--- src/design/sk3_pkg.sv ---
// shared constants and types for the three-axis scalar kalman block
`default_nettype none
package sk3_pkg;

  localparam int NUM_AXES  = 3;
  localparam int AX_IDX_W  = (NUM_AXES > 1) ? $clog2(NUM_AXES) : 1;
  localparam int SAMPLE_W  = 16;
  localparam int AXIS_W    = 2;
  localparam int EST_W     = 24;
  localparam int ERR_W     = 24;
  localparam int ME_W      = 24;
  localparam int PN_W      = 16;
  localparam int GAIN_W    = 16;
  localparam int FRAC_W    = 8;
  localparam int CNT_W     = $clog2(GAIN_W);
  localparam int APB_AW    = 3;
  localparam int APB_DW    = 32;

  localparam logic [ERR_W-1:0]  ERR_RESET = 24'd65536;
  localparam logic [ME_W-1:0]   ME_RESET  = 24'd65536;
  localparam logic [PN_W-1:0]   PN_RESET  = 16'd655;
  localparam logic [ERR_W-1:0]  ERR_MAX   = 24'hFFFFFF;
  localparam logic [GAIN_W:0]   ONE_Q16   = 17'd65536;
  localparam logic [GAIN_W-1:0] GAIN_MAX  = 16'hFFFF;

  // register index, taken from paddr bit 2
  localparam logic REG_MEASURE_ERROR = 1'b0;
  localparam logic REG_PROCESS_NOISE = 1'b1;

  typedef struct packed {
    logic signed [SAMPLE_W-1:0] sample;
    logic [AXIS_W-1:0]          axis;
    logic                       axis_ok;
  } sk3_req_t;

endpackage
`default_nettype wire

--- src/design/sk3_front.sv ---
// front end: takes requests, flags the axis and holds them in a two-entry queue
`default_nettype none
module sk3_front (
  input  wire logic                               clk,
  input  wire logic                               rst_n,
  input  wire logic                               in_valid,
  output logic                                    in_stall,
  input  wire logic signed [sk3_pkg::SAMPLE_W-1:0] in_sample,
  input  wire logic [sk3_pkg::AXIS_W-1:0]         in_axis,
  output logic                                    q_valid,
  output sk3_pkg::sk3_req_t                       q_req,
  input  wire logic                               q_pop
);
  import sk3_pkg::*;

  sk3_req_t   fifo_r [2];
  logic       wr_ptr_r, wr_ptr_nxt;
  logic       rd_ptr_r, rd_ptr_nxt;
  logic [1:0] count_r, count_nxt;
  logic       push;
  logic       pop;
  sk3_req_t   new_req;

  assign in_stall = (count_r == 2'd2);
  assign push     = in_valid && !in_stall;
  assign q_valid  = (count_r != 2'd0);
  assign pop      = q_pop && q_valid;
  assign q_req    = fifo_r[rd_ptr_r];

  always_comb begin
    new_req.sample  = in_sample;
    new_req.axis    = in_axis;
    new_req.axis_ok = ({2'b00, in_axis} < 4'(NUM_AXES));
  end

  always_comb begin
    wr_ptr_nxt = push ? ~wr_ptr_r : wr_ptr_r;
    rd_ptr_nxt = pop ? ~rd_ptr_r : rd_ptr_r;
    count_nxt  = count_r + {1'b0, push} - {1'b0, pop};
  end

  always_ff @(posedge clk) begin
    if (!rst_n) begin
      wr_ptr_r <= 1'b0;
      rd_ptr_r <= 1'b0;
      count_r  <= 2'd0;
    end else begin
      wr_ptr_r <= wr_ptr_nxt;
      rd_ptr_r <= rd_ptr_nxt;
      count_r  <= count_nxt;
    end
  end

  always_ff @(posedge clk) begin
    if (push) begin
      fifo_r[wr_ptr_r] <= new_req;
    end
  end

`ifndef ASSERT_OFF
  a_count_bound: assert property (@(posedge clk) disable iff (!rst_n)
    count_r != 2'd3)
    else $error("queue count out of range");
  a_full_no_push: assert property (@(posedge clk) disable iff (!rst_n)
    (count_r == 2'd2) && !pop |=> (count_r == 2'd2))
    else $error("full queue lost an entry without a pop");
  a_ptr_track: assert property (@(posedge clk) disable iff (!rst_n)
    (count_r == 2'd0) || (count_r == 2'd2) |-> (wr_ptr_r == rd_ptr_r))
    else $error("queue pointers disagree with count");
`endif

endmodule
`default_nettype wire

--- src/design/sk3_back.sv ---
// back end: per-axis state, gain divider, update arithmetic and result register
`default_nettype none
module sk3_back (
  input  wire logic                           clk,
  input  wire logic                           rst_n,
  input  wire logic                           q_valid,
  input  wire sk3_pkg::sk3_req_t              q_req,
  output logic                                q_pop,
  input  wire logic [sk3_pkg::ME_W-1:0]       measure_error,
  input  wire logic [sk3_pkg::PN_W-1:0]       process_noise,
  output logic                                out_valid,
  input  wire logic                           out_stall,
  output logic signed [sk3_pkg::EST_W-1:0]    out_estimate,
  output logic [sk3_pkg::AXIS_W-1:0]          out_axis
);
  import sk3_pkg::*;

  typedef enum logic [5:0] {
    S_IDLE  = 6'b000001,
    S_DIV   = 6'b000010,
    S_MUL1  = 6'b000100,
    S_MUL2  = 6'b001000,
    S_MUL3  = 6'b010000,
    S_WRITE = 6'b100000
  } state_t;

  state_t state_r, state_nxt;

  // per-axis filter state
  logic signed [EST_W-1:0] est_r [NUM_AXES];
  logic [ERR_W-1:0]        err_r [NUM_AXES];

  // working registers for one request
  logic [AX_IDX_W-1:0]     idx_r;
  logic [AXIS_W-1:0]       axis_r;
  logic                    ok_r;
  logic signed [EST_W-1:0] last_r;
  logic [ERR_W-1:0]        cur_err_r;
  logic [ERR_W:0]          den_r;
  logic [ERR_W:0]          rem_r;
  logic [GAIN_W-1:0]       quot_r;
  logic [CNT_W-1:0]        cnt_r;
  logic                    neg_r;
  logic [EST_W-1:0]        absdiff_r;
  logic [EST_W-1:0]        mag_r;
  logic [ERR_W-1:0]        keep_r;
  logic [PN_W+EST_W-FRAC_W:0] noise_r;

  logic                    out_valid_r;
  logic signed [EST_W-1:0] out_est_r;
  logic [AXIS_W-1:0]       out_axis_r;

  // load-time values
  logic [AX_IDX_W-1:0]     ld_idx;
  logic signed [EST_W-1:0] ld_last;
  logic [ERR_W-1:0]        ld_err;
  logic signed [EST_W:0]   ld_diff;
  logic signed [EST_W-1:0] ld_target;

  // divider step
  logic [ERR_W+1:0]        rem_dbl;
  logic                    q_bit;

  // products
  logic [GAIN_W+EST_W-1:0]     prod_mag;
  logic [GAIN_W+EST_W:0]       prod_keep;
  logic [PN_W+EST_W-1:0]       prod_noise;
  logic [GAIN_W:0]             one_minus_gain;

  // final update
  logic [PN_W+EST_W-FRAC_W+1:0] err_sum;
  logic [ERR_W-1:0]             err_new;
  logic signed [EST_W:0]        est_wide;
  logic signed [EST_W-1:0]      est_new;
  logic                         out_load;

  assign ld_idx    = AX_IDX_W'(q_req.axis);
  assign ld_last   = est_r[ld_idx];
  assign ld_err    = err_r[ld_idx];
  assign ld_target = {q_req.sample, {FRAC_W{1'b0}}};
  assign ld_diff   = {ld_target[EST_W-1], ld_target} - {ld_last[EST_W-1], ld_last};

  assign rem_dbl = {rem_r, 1'b0};
  assign q_bit   = (rem_dbl >= {1'b0, den_r});

  assign one_minus_gain = ONE_Q16 - {1'b0, quot_r};
  assign prod_mag       = quot_r * absdiff_r;
  assign prod_keep      = one_minus_gain * cur_err_r;
  assign prod_noise     = mag_r * process_noise;

  assign err_sum = {{(PN_W+EST_W-FRAC_W+2-ERR_W){1'b0}}, keep_r} + {1'b0, noise_r};
  assign err_new = (err_sum > {{(PN_W+EST_W-FRAC_W+2-ERR_W){1'b0}}, ERR_MAX}) ?
                   ERR_MAX : err_sum[ERR_W-1:0];
  assign est_wide = neg_r ? ({last_r[EST_W-1], last_r} - {1'b0, mag_r})
                          : ({last_r[EST_W-1], last_r} + {1'b0, mag_r});
  assign est_new  = est_wide[EST_W-1:0];

  assign out_load = (state_r == S_WRITE) && (!out_valid_r || !out_stall);
  assign q_pop    = (state_r == S_IDLE) && q_valid;

  assign out_valid    = out_valid_r;
  assign out_estimate = out_est_r;
  assign out_axis     = out_axis_r;

  always_comb begin
    state_nxt = state_r;
    unique case (state_r)
      S_IDLE: begin
        if (q_valid) begin
          if (!q_req.axis_ok) begin
            state_nxt = S_WRITE;
          end else if (measure_error == '0) begin
            state_nxt = S_MUL1;
          end else begin
            state_nxt = S_DIV;
          end
        end
      end
      S_DIV: begin
        if (cnt_r == '0) begin
          state_nxt = S_MUL1;
        end
      end
      S_MUL1:  state_nxt = S_MUL2;
      S_MUL2:  state_nxt = S_MUL3;
      S_MUL3:  state_nxt = S_WRITE;
      S_WRITE: begin
        if (out_load) begin
          state_nxt = S_IDLE;
        end
      end
      default: state_nxt = S_IDLE;
    endcase
  end

  always_ff @(posedge clk) begin
    if (!rst_n) begin
      state_r <= S_IDLE;
    end else begin
      state_r <= state_nxt;
    end
  end

  // request datapath
  always_ff @(posedge clk) begin
    unique case (state_r)
      S_IDLE: begin
        if (q_valid) begin
          idx_r     <= ld_idx;
          axis_r    <= q_req.axis;
          ok_r      <= q_req.axis_ok;
          last_r    <= ld_last;
          cur_err_r <= ld_err;
          den_r     <= {1'b0, ld_err} + {1'b0, measure_error};
          rem_r     <= {1'b0, ld_err};
          cnt_r     <= CNT_W'(GAIN_W - 1);
          neg_r     <= ld_diff[EST_W];
          absdiff_r <= ld_diff[EST_W] ? EST_W'(-ld_diff) : ld_diff[EST_W-1:0];
          // zero measurement error: gain saturates, or is zero with zero error
          quot_r    <= (ld_err != '0) ? GAIN_MAX : '0;
        end
      end
      S_DIV: begin
        // the remainder can reach the full divisor width
        rem_r  <= q_bit ? (ERR_W+1)'(rem_dbl - {1'b0, den_r})
                        : rem_dbl[ERR_W:0];
        quot_r <= {quot_r[GAIN_W-2:0], q_bit};
        cnt_r  <= cnt_r - 1'b1;
      end
      S_MUL1: begin
        mag_r <= EST_W'((prod_mag + (GAIN_W+EST_W)'(32768)) >> GAIN_W);
      end
      S_MUL2: begin
        keep_r <= ERR_W'(({1'b0, prod_keep} + (GAIN_W+EST_W+2)'(32768)) >> GAIN_W);
      end
      S_MUL3: begin
        noise_r <= (PN_W+EST_W-FRAC_W+1)'(({1'b0, prod_noise} + (PN_W+EST_W+1)'(128))
                   >> FRAC_W);
      end
      S_WRITE: begin
      end
      default: begin
      end
    endcase
  end

  // filter state, written once the result is taken into the output register
  always_ff @(posedge clk) begin
    if (!rst_n) begin
      for (int i = 0; i < NUM_AXES; i++) begin
        est_r[i] <= '0;
        err_r[i] <= ERR_RESET;
      end
    end else if (out_load && ok_r) begin
      for (int i = 0; i < NUM_AXES; i++) begin
        if (idx_r == AX_IDX_W'(i)) begin
          est_r[i] <= est_new;
          err_r[i] <= err_new;
        end
      end
    end
  end

  always_ff @(posedge clk) begin
    if (!rst_n) begin
      out_valid_r <= 1'b0;
    end else if (out_load) begin
      out_valid_r <= 1'b1;
    end else if (!out_stall) begin
      out_valid_r <= 1'b0;
    end
  end

  always_ff @(posedge clk) begin
    if (out_load) begin
      out_est_r  <= ok_r ? est_new : '0;
      out_axis_r <= axis_r;
    end
  end

`ifndef ASSERT_OFF
  a_rem_below_den: assert property (@(posedge clk) disable iff (!rst_n)
    (state_r == S_DIV) |-> (rem_r < den_r))
    else $error("divider remainder not below divisor");
  a_mag_bound: assert property (@(posedge clk) disable iff (!rst_n)
    (state_r == S_MUL2) |-> (mag_r <= absdiff_r))
    else $error("estimate step larger than the difference");
  a_write_index: assert property (@(posedge clk) disable iff (!rst_n)
    (state_r == S_WRITE) && ok_r |-> ({1'b0, idx_r} < (AX_IDX_W+1)'(NUM_AXES)))
    else $error("state update for an axis that does not exist");
`endif

endmodule
`default_nettype wire

--- src/design/three_axis_scalar_kalman.sv ---
// top level: configuration registers, front queue and update engine
`default_nettype none
// Scalar Kalman smoother for three accelerometer axes. Each request carries a
// signed 16-bit sample and an axis number; the block keeps an estimate
// (signed Q16.8) and an error (unsigned Q8.16) per axis and returns exactly
// one result per request: the new estimate and the axis. Axis 3 changes
// nothing and returns an estimate of 0. A request for a real axis goes in
// the update engine through the 16-step restoring divider that forms the
// gain, then three multiply states and a write; with measure_error at zero
// the divider is skipped, and an ignored axis goes straight to the write.
// A two-entry queue takes requests while the engine works, and the result
// register holds a finished result while the engine starts on the next
// request. Registers: measure_error at 0x0 (Q8.16, reset 1.0) and
// process_noise at 0x4 (Q0.16, reset 655); write them only while the block
// is idle.
module three_axis_scalar_kalman (
  input  wire logic                                 clk,
  input  wire logic                                 rst_n,
  input  wire logic                                 in_valid,
  output logic                                      in_stall,
  input  wire logic signed [sk3_pkg::SAMPLE_W-1:0]  in_sample,
  input  wire logic [sk3_pkg::AXIS_W-1:0]           in_axis,
  output logic                                      out_valid,
  input  wire logic                                 out_stall,
  output logic signed [sk3_pkg::EST_W-1:0]          out_estimate,
  output logic [sk3_pkg::AXIS_W-1:0]                out_axis_out,
  input  wire logic                                 psel,
  input  wire logic                                 penable,
  input  wire logic                                 pwrite,
  input  wire logic [sk3_pkg::APB_AW-1:0]           paddr,
  input  wire logic [sk3_pkg::APB_DW-1:0]           pwdata,
  output logic [sk3_pkg::APB_DW-1:0]                prdata,
  output logic                                      pready
);
  import sk3_pkg::*;

  logic [ME_W-1:0] measure_error_r;
  logic [PN_W-1:0] process_noise_r;
  logic            cfg_wr;
  logic            reg_sel;
  logic            q_valid;
  logic            q_pop;
  sk3_req_t        q_req;

  assign pready  = 1'b1;
  assign cfg_wr  = psel && penable && pwrite && pready;
  assign reg_sel = paddr[2];

  always_ff @(posedge clk) begin
    if (!rst_n) begin
      measure_error_r <= ME_RESET;
      process_noise_r <= PN_RESET;
    end else if (cfg_wr) begin
      unique case (reg_sel)
        REG_MEASURE_ERROR: measure_error_r <= pwdata[ME_W-1:0];
        REG_PROCESS_NOISE: process_noise_r <= pwdata[PN_W-1:0];
        default: begin
        end
      endcase
    end
  end

  always_comb begin
    unique case (reg_sel)
      REG_MEASURE_ERROR: prdata = {{(APB_DW-ME_W){1'b0}}, measure_error_r};
      REG_PROCESS_NOISE: prdata = {{(APB_DW-PN_W){1'b0}}, process_noise_r};
      default:           prdata = '0;
    endcase
  end

  sk3_front u_front (
    .clk       (clk),
    .rst_n     (rst_n),
    .in_valid  (in_valid),
    .in_stall  (in_stall),
    .in_sample (in_sample),
    .in_axis   (in_axis),
    .q_valid   (q_valid),
    .q_req     (q_req),
    .q_pop     (q_pop)
  );

  sk3_back u_back (
    .clk           (clk),
    .rst_n         (rst_n),
    .q_valid       (q_valid),
    .q_req         (q_req),
    .q_pop         (q_pop),
    .measure_error (measure_error_r),
    .process_noise (process_noise_r),
    .out_valid     (out_valid),
    .out_stall     (out_stall),
    .out_estimate  (out_estimate),
    .out_axis      (out_axis_out)
  );

endmodule
`default_nettype wire

--- config.mk ---
export PLATFORM = sky130hd
export DESIGN_NAME = three_axis_scalar_kalman
export DESIGN_NICKNAME = d
export VERILOG_FILES = /design/src/design/sk3_pkg.sv /design/src/design/sk3_front.sv /design/src/design/sk3_back.sv /design/src/design/three_axis_scalar_kalman.sv
export SDC_FILE = /design/constraint.sdc
export NUM_CORES = 2
export LEC_CHECK = 0
export BUFFER_PORTS_ARGS = -buffer_cell sky130_fd_sc_hd__buf_4
export CAP_MARGIN = 20
export CORE_MARGIN = 5
export CORE_UTILIZATION = 59
export CTS_CLUSTER_DIAMETER = 80
export CTS_CLUSTER_SIZE = 14
export DETAILED_ROUTE_END_ITERATION = 8
export PLACE_DENSITY = 0.8
export SYNTH_ARGS = -nofsm -noshare
export SYNTH_HDL_FRONTEND = slang
export SYNTH_HIERARCHICAL = 1
export SYNTH_SLANG_ARGS = --single-unit
--- constraint.sdc ---
create_clock -name clk -period 13 [get_ports clk]
set_clock_uncertainty 0.2 [all_clocks]
set_input_delay 1.3 -clock clk [delete_from_list [all_inputs] [get_ports clk]]
set_output_delay 1.3 -clock clk [all_outputs]
set_load 0.02 [all_outputs]
### Word-level counts from Yosys, hierarchy flattened

Memories as Yosys holds them, arrays and structs flattened. A register that Yosys moved wholly into a read port is not among the register bits.
Cells that the tools add are included.

| word-level totals | value |
|---|---|
| register bits after elaboration | 304 |
| RAM bits | 182 |
| bits of input ports | 60 |
| output and inout bits | 61 |
| logic and storage cells | 132 |
| memories kept | 3 |

Memory list:

| name | depth | width | rd ports | clocked after memory_dff | wr ports | RTL line | text |
|---|---|---|---|---|---|---|---|
| u_back.err_r | 3 | 24 | 1 | 0 | 3 | sk3_back.sv:31 | `logic [ERR_W-1:0] err_r [NUM_AXES];` |
| u_back.est_r | 3 | 24 | 1 | 0 | 3 | sk3_back.sv:30 | `logic signed [EST_W-1:0] est_r [NUM_AXES];` |
| u_front.fifo_r | 2 | 19 | 1 | 1 | 1 | sk3_front.sv:16 | `sk3_req_t fifo_r [2];` |

| operators by class | value |
|---|---|
| add/subtract/negate cells | 14 |
| multiply operators | 3 |
| order comparisons | 3 |
| equality and inequality tests | 13 |
| mux-type cells | 43 |
| bitwise operators | 9 |
| reductions and logical operators | 22 |

Operator list:

| cell | count |
|---|---|
| 2-to-1 mux 24 bit | 9 |
| adder 40 x 16 -> 40 bit (second input constant) | 2 |
| one-hot mux 32 bit (2 select lines) | 1 |
| 2-to-1 mux 25 bit | 2 |
| one-hot mux 25 bit (2 select lines) | 1 |
| adder 40 x 8 -> 41 bit (second input constant) | 1 |
| multiplier 16 x 24 -> 40 bit | 1 |
| multiplier 17 x 24 -> 40 bit | 1 |
| multiplier 24 x 16 -> 40 bit | 1 |
| one-hot mux 6 bit (6 select lines) | 1 |
| adder 24 x 33 -> 34 bit | 1 |
| > comparator 34 x 24 -> 1 bit (second input constant) | 1 |
| 2-to-1 mux 16 bit | 2 |
| one-hot mux 16 bit (2 select lines) | 1 |
| >= comparator 26 x 25 -> 1 bit | 1 |
| adder 24 x 24 -> 25 bit | 1 |
| subtractor 24 x 24 -> 25 bit | 1 |
| subtractor 25 bit | 1 |
| adder 24 bit | 1 |
| zero test 24 bit | 1 |
| 2-to-1 mux 6 bit | 4 |
| negator 24 bit | 1 |
| nonzero test 24 bit | 1 |
| subtractor 24 bit | 1 |
| other kinds (28) | 69 |

### Logic depth before layout (Yosys ltp)

| logic depth | value |
|---|---|
| depth after elaboration | 8 |
| depth in mapped cells | 33 |
| depth with buffers taken out | 31 |

### Hierarchy

The synthesis kept the hierarchy.

By module, submodules not included:

| module | times used | cells each | area an instance (um2) | sequential area each (um2) |
|---|---|---|---|---|
| sk3_back | 1 | 5,960 | 57,564.0 | 12,031.5 |
| three_axis_scalar_kalman | 1 | 204 | 1,933.1 | 800.8 |
| sk3_front | 1 | 87 | 1,664.1 | 1,241.2 |

### Least setup slack after synthesis

OpenSTA, ideal clock, no wires.

| path | value |
|---|---|
| path type | reg-to-reg |
| start point | reg u_back.quot_r[8] |
| end point | reg u_back.keep_r[22] (data pin) |
| library setup time | 0.264 ns |
| arrival | 7.870 ns |
| data required time | 12.536 ns |
| setup slack | 4.666 ns |
| cell stages (with the launch flop) | 29 |
| buffers on the path | 2 |
| period minus slack after synthesis | 8.334 ns |
| path through | edfxtp_1 clkbuf_1 or3_1 or4_1 or3_1 nor4_1 clkbuf_1 nand2_1 fa_1 fa_1 inv_1 fa_1 fa_1 fa_1 inv_1 fa_1 inv_1 ha_1 a21o_1 a21oi_1 nand2_1 o22a_1 a41o_1 a221o_1 a31oi_1 o21ai_0 and2_1 o21ai_0 a21oi_1 |

| between the ends | value |
|---|---|
| cells in the longest elaborated chain, start to end | 3 |

RTL lines:

| element | RTL line | text |
|---|---|---|
| start, declared | sk3_back.sv:41 | `logic [GAIN_W-1:0] quot_r;` |
| start signal, assigned | sk3_back.sv:160 | `quot_r <= (ld_err != '0) ? GAIN_MAX : '0;` |
| start signal, assigned | sk3_back.sv:167 | `quot_r <= {quot_r[GAIN_W-2:0], q_bit};` |
| subtractor 17 x 16 -> 17 bit | sk3_back.sv:86 | `assign one_minus_gain = ONE_Q16 - {1'b0, quot_r};` |
| multiplier 17 x 24 -> 40 bit | sk3_back.sv:88 | `assign prod_keep = one_minus_gain * cur_err_r;` |
| adder 40 x 16 -> 40 bit | sk3_back.sv:174 | `keep_r <= ERR_W'(({1'b0, prod_keep} + (GAIN_W+EST_W+2)'(32768)) >> GAIN_W);` |
| end signal, assigned | sk3_back.sv:174 |  |
| end, declared | sk3_back.sv:46 | `logic [ERR_W-1:0] keep_r;` |

Every way passes these cells.
A chain may end at the register's enable or synchronous reset.

### Worst setup path after layout

| path | value |
|---|---|
| start point | reg u_back.quot_r[5] |
| end point | reg u_back.keep_r[22] (data pin) |

Same word-level chain as after synthesis.

==> results.md <==
- The run finished with clean final reports.
- The worst setup path is launched from a flip-flop.
- Among cell families on the critical path, the largest total delay comes from adder cells.
- The worst slew slack as a fraction of its limit is 13.7%.
- The initial core utilization is a little under 60%.
- The total placed instance area is 63,500 µm².
- The number of global-route vias before repair is 47,600.
- Hold repair after CTS inserted 0 buffers.
- The number of synthesized flops with an enable pin is 434.
- The synthesized design spends more area on one cell type than any other, namely sky130_fd_sc_hd__fa_1.
- After detailed routing, the number of vias per cell comes to 5.78.
- The min-delay analysis places its worst path in the category flip-flop to flip-flop.
- The final HPWL from detailed placement is 117,000 µm.
- The transition time of the tightest slew-check pin is 1280 ps.
- By count the netlist is led by sky130_fd_sc_hd__inv_1, sky130_fd_sc_hd__nand2_1, sky130_fd_sc_hd__fa_1.
- The global-route wire length before repair is about 250,000 µm.
- Across the run, the number of max-cap violations was 0.
- The final critical delay including setup and external delays is roughly 9500 ps.
- The number of hold violations in the final report is 0.
- Counting every instance in the synthesized netlist gives between 6,000 and 7,000.
- In this run the tool buffered the top-level ports with 101 buffer cells.
- The slowest library cell on the worst path is sky130_fd_sc_hd__edfxtp_1.
- In this design, the stage delay of the slowest critical-path cell is 1110 ps.
- The post-synthesis sequential area ratio is 23.0%.
- The startpoint of the worst setup timing path is u_back/quot_r[5].
- The length of routed wiring on met1 is between 50,000 and 60,000 µm.
- Clock latency on the worst-skew pair, taken at its later pin, is 620 ps.
- The average wire length per cell after detail routing is between 20 and 25 µm.
- The sum of buffers and inverters on the critical path is 5.
- The clock passes through at most 3 buffers.
- The floorplan die height is 332 µm.
- In this run the critical register-to-register path is launched from u_back/quot_r[5].
- The deepest level of the CTS H-tree is 2.
- Timing would allow up to roughly 0.10 GHz.
- The share of the synthesized area in the top cell type is 30.9%.
- The first TritonRoute pass finished after 6 iterations.
- The number of max-slew violations in the final report is 0.
- The data required time at the worst endpoint is ~13,000 ps.
- Along the worst path, the maximum fanout reaches 28.
- At the end of routability-driven placement, the weighted congestion stood at 0.942.
- The worst setup path is of the flip-flop to flip-flop kind.
- Row generation in the floorplan step produced 118 rows.
- The Yosys warning count is 6.
- The post-cts sizing count is 0.
- The number of antenna violations at the first check in global routing was 9.
- The overall die width is 332 µm.
- The overall die area is roughly 110,000 µm².
- In this run the cell area of the synthesized design comes to 61,200 µm².
- For this run the aggregate overflow at the end of global routing stands at 0.
- TritonCTS built the clock tree.
- The share of cells above drive strength 1 is between 5 and 6%.
- The count of state elements after synthesis is 486.
- The number of library cell types mapped by synthesis is 84.
- In the detailed route, the total length drawn on met3 is roughly 17,000 µm.
- After clock tree synthesis, the setup repair step added 0 buffers.
- Clock tree synthesis selected as its root buffer the cell sky130_fd_sc_hd__clkbuf_16.
- The mean cell area of the mapped netlist is 9.78 µm².
- Setup repair after global routing left no endpoint under its margin.
- STA classifies the critical path endpoint as a flip-flop.
- Entering global routing, the biggest net connects 86 pins.
- The met2 wire length is 72,800 µm.
- Clock tree synthesis inserted a total of 44 buffers.
- In the synthesized netlist the dominant register cell turns out to be sky130_fd_sc_hd__edfxtp_1.
- The most used cell along the critical path is sky130_fd_sc_hd__fa_1.
- Of the available clock period, the critical path in the final layout requires between 70% and 80%.
- The clock input transition at the sequential cells of the worst setup and hold paths is 70 ps.
- After the last flow step, the layout net total stands at 7,744.
- The final antenna-violating net count is 0.
- The core outline area is 103,000 µm².
- The synthesis-to-finish area growth is 6.06%.
- The top routing layer in use is met5.
- The count of routing violations after the opening detailed-route iteration is 3,454.
- Setup violations remaining at the end of the flow were counted as 0.
- The total wire length is about 150,000 µm.
- Data arrives at the worst endpoint at 9660 ps.
- The number of vias in the routed layout is ~44,000.
- The worst hold path startpoint is process_noise_r[8].
- For this run, the total global-route usage over all layers was measured as 28.3%.
- Counting every sink on the clock net gives 486.
- Adding up every negative setup slack in the final design gives 0 ps.
- 121 I/O pins were placed.
- The post-synthesis async set-or-reset flop share is 0%.
- By area the synthesized netlist is led by sky130_fd_sc_hd__fa_1, sky130_fd_sc_hd__edfxtp_1, sky130_fd_sc_hd__ha_1.
- After detailed routing, the number of remaining DRC violations is 0.
- The most common cell in the synthesized netlist is sky130_fd_sc_hd__inv_1.
- After routing the design area is 64,900 µm².
## through the flow
step                hold slack [ps]  util, %  std cells  worst slack (ps)
finish                          295     62.9       7651              3470
global route                    328     62.8       7645              3080
CTS                             289     62.8       7644              3550
detailed placement              271     61.5       7569              3600
global placement                259     61.5       7568              3290
floorplan                       255        -       6258              4670
## final timing paths
kind                        end  slack [ps]  depth (start not counted)
max           u_back/keep_r[22]        3470                         26
min          process_noise_r[8]         290                          2
max reg2reg   u_back/keep_r[22]        3470                         26
min reg2reg  process_noise_r[8]         290                          2
## cells in the final DEF, fill, tap and decap left out, types with 12 or more instances in the layout
master,n
sky130_fd_sc_hd__a21o_1,96
sky130_fd_sc_hd__a21oi_1,162
sky130_fd_sc_hd__a31oi_1,29
sky130_fd_sc_hd__and2_1,445
sky130_fd_sc_hd__and3_1,28
sky130_fd_sc_hd__buf_4,210
sky130_fd_sc_hd__clkbuf_1,18
sky130_fd_sc_hd__clkbuf_16,45
sky130_fd_sc_hd__dfxtp_1,50
sky130_fd_sc_hd__edfxtp_1,434
sky130_fd_sc_hd__fa_1,944
sky130_fd_sc_hd__ha_1,504
sky130_fd_sc_hd__inv_1,1195
sky130_fd_sc_hd__mux2_2,27
sky130_fd_sc_hd__mux2i_1,110
sky130_fd_sc_hd__nand2_1,949
sky130_fd_sc_hd__nand2b_1,21
sky130_fd_sc_hd__nand3_1,37
sky130_fd_sc_hd__nand4_1,17
sky130_fd_sc_hd__nor2_1,182
sky130_fd_sc_hd__nor2b_1,47
sky130_fd_sc_hd__nor3_1,53
sky130_fd_sc_hd__nor4_1,24
sky130_fd_sc_hd__o21a_1,51
sky130_fd_sc_hd__o21ai_0,126
sky130_fd_sc_hd__o21bai_1,16
sky130_fd_sc_hd__o31ai_1,12
sky130_fd_sc_hd__or3_1,18
sky130_fd_sc_hd__xnor2_1,154
sky130_fd_sc_hd__xor2_1,62
## routing by layer
metal / vias to the layer above / global-route usage (%)
met5: - / 0
met4: 4 / 11.1
met3: 466 / 8.36
met2: 2097 / 47.0
met1: 22200 / 35.0
li1: 19500 / -
## state kept, by name, indices dropped and copies added (netlist names), 16 cells and up, named ones only
register and flops:
u_back/est_r 72, u_back/keep_r 24, u_back/out_estimate 24, u_back/quot_r 16
measure_error_r 24, u_back/last_r 24, u_back/den_r 25, u_back/err_r 72
u_back/absdiff_r 23, process_noise_r 16, u_back/rem_r 25, u_back/cur_err_r 24
u_back/mag_r 24, u_front/fifo_r 38, u_back/noise_r 33
## cell families (layout without fill, tap and decap cells)
group                    Yosys count  after routing  share of synthesized area [%]
AO/OA/AOI/OAI                    586            586                           6.12
XOR/XNOR                         228            228                           3.27
adder cells (fa/ha/maj)         1448           1448                           41.2
buffers and inverters           1478           1485                           9.27
flip-flops                       486            486                           23.0
multiplexers                     150            150                           2.62
other                              2             15                         0.0123
AND/OR/NAND/NOR                 1873           1873                           14.5
## worst min-delay path, delay by kind of cell, from the launching register on
kind | cells | cell delay (ps)
DFF | 1 | 320
and+or+nand+nor | 1 | 60
muxes | 1 | 60
## cell type report
cell class / instances / area, µm²
Antenna cell: 6 / 15.0
Clock buffer: 64 / 1210
Clock inverter: 11 / 139
Fill cell: 7982 / 38300
Inverter: 1198 / 4500
Multi-Input combinational cell: 4294 / 41600
Sequential cell: 486 / 14100
Tap cell: 1380 / 1730
Timing Repair Buffer: 212 / 1600
Power is not shown: default switching activity piles up to over one toggle a cycle in this logic, so the estimate is an artifact.
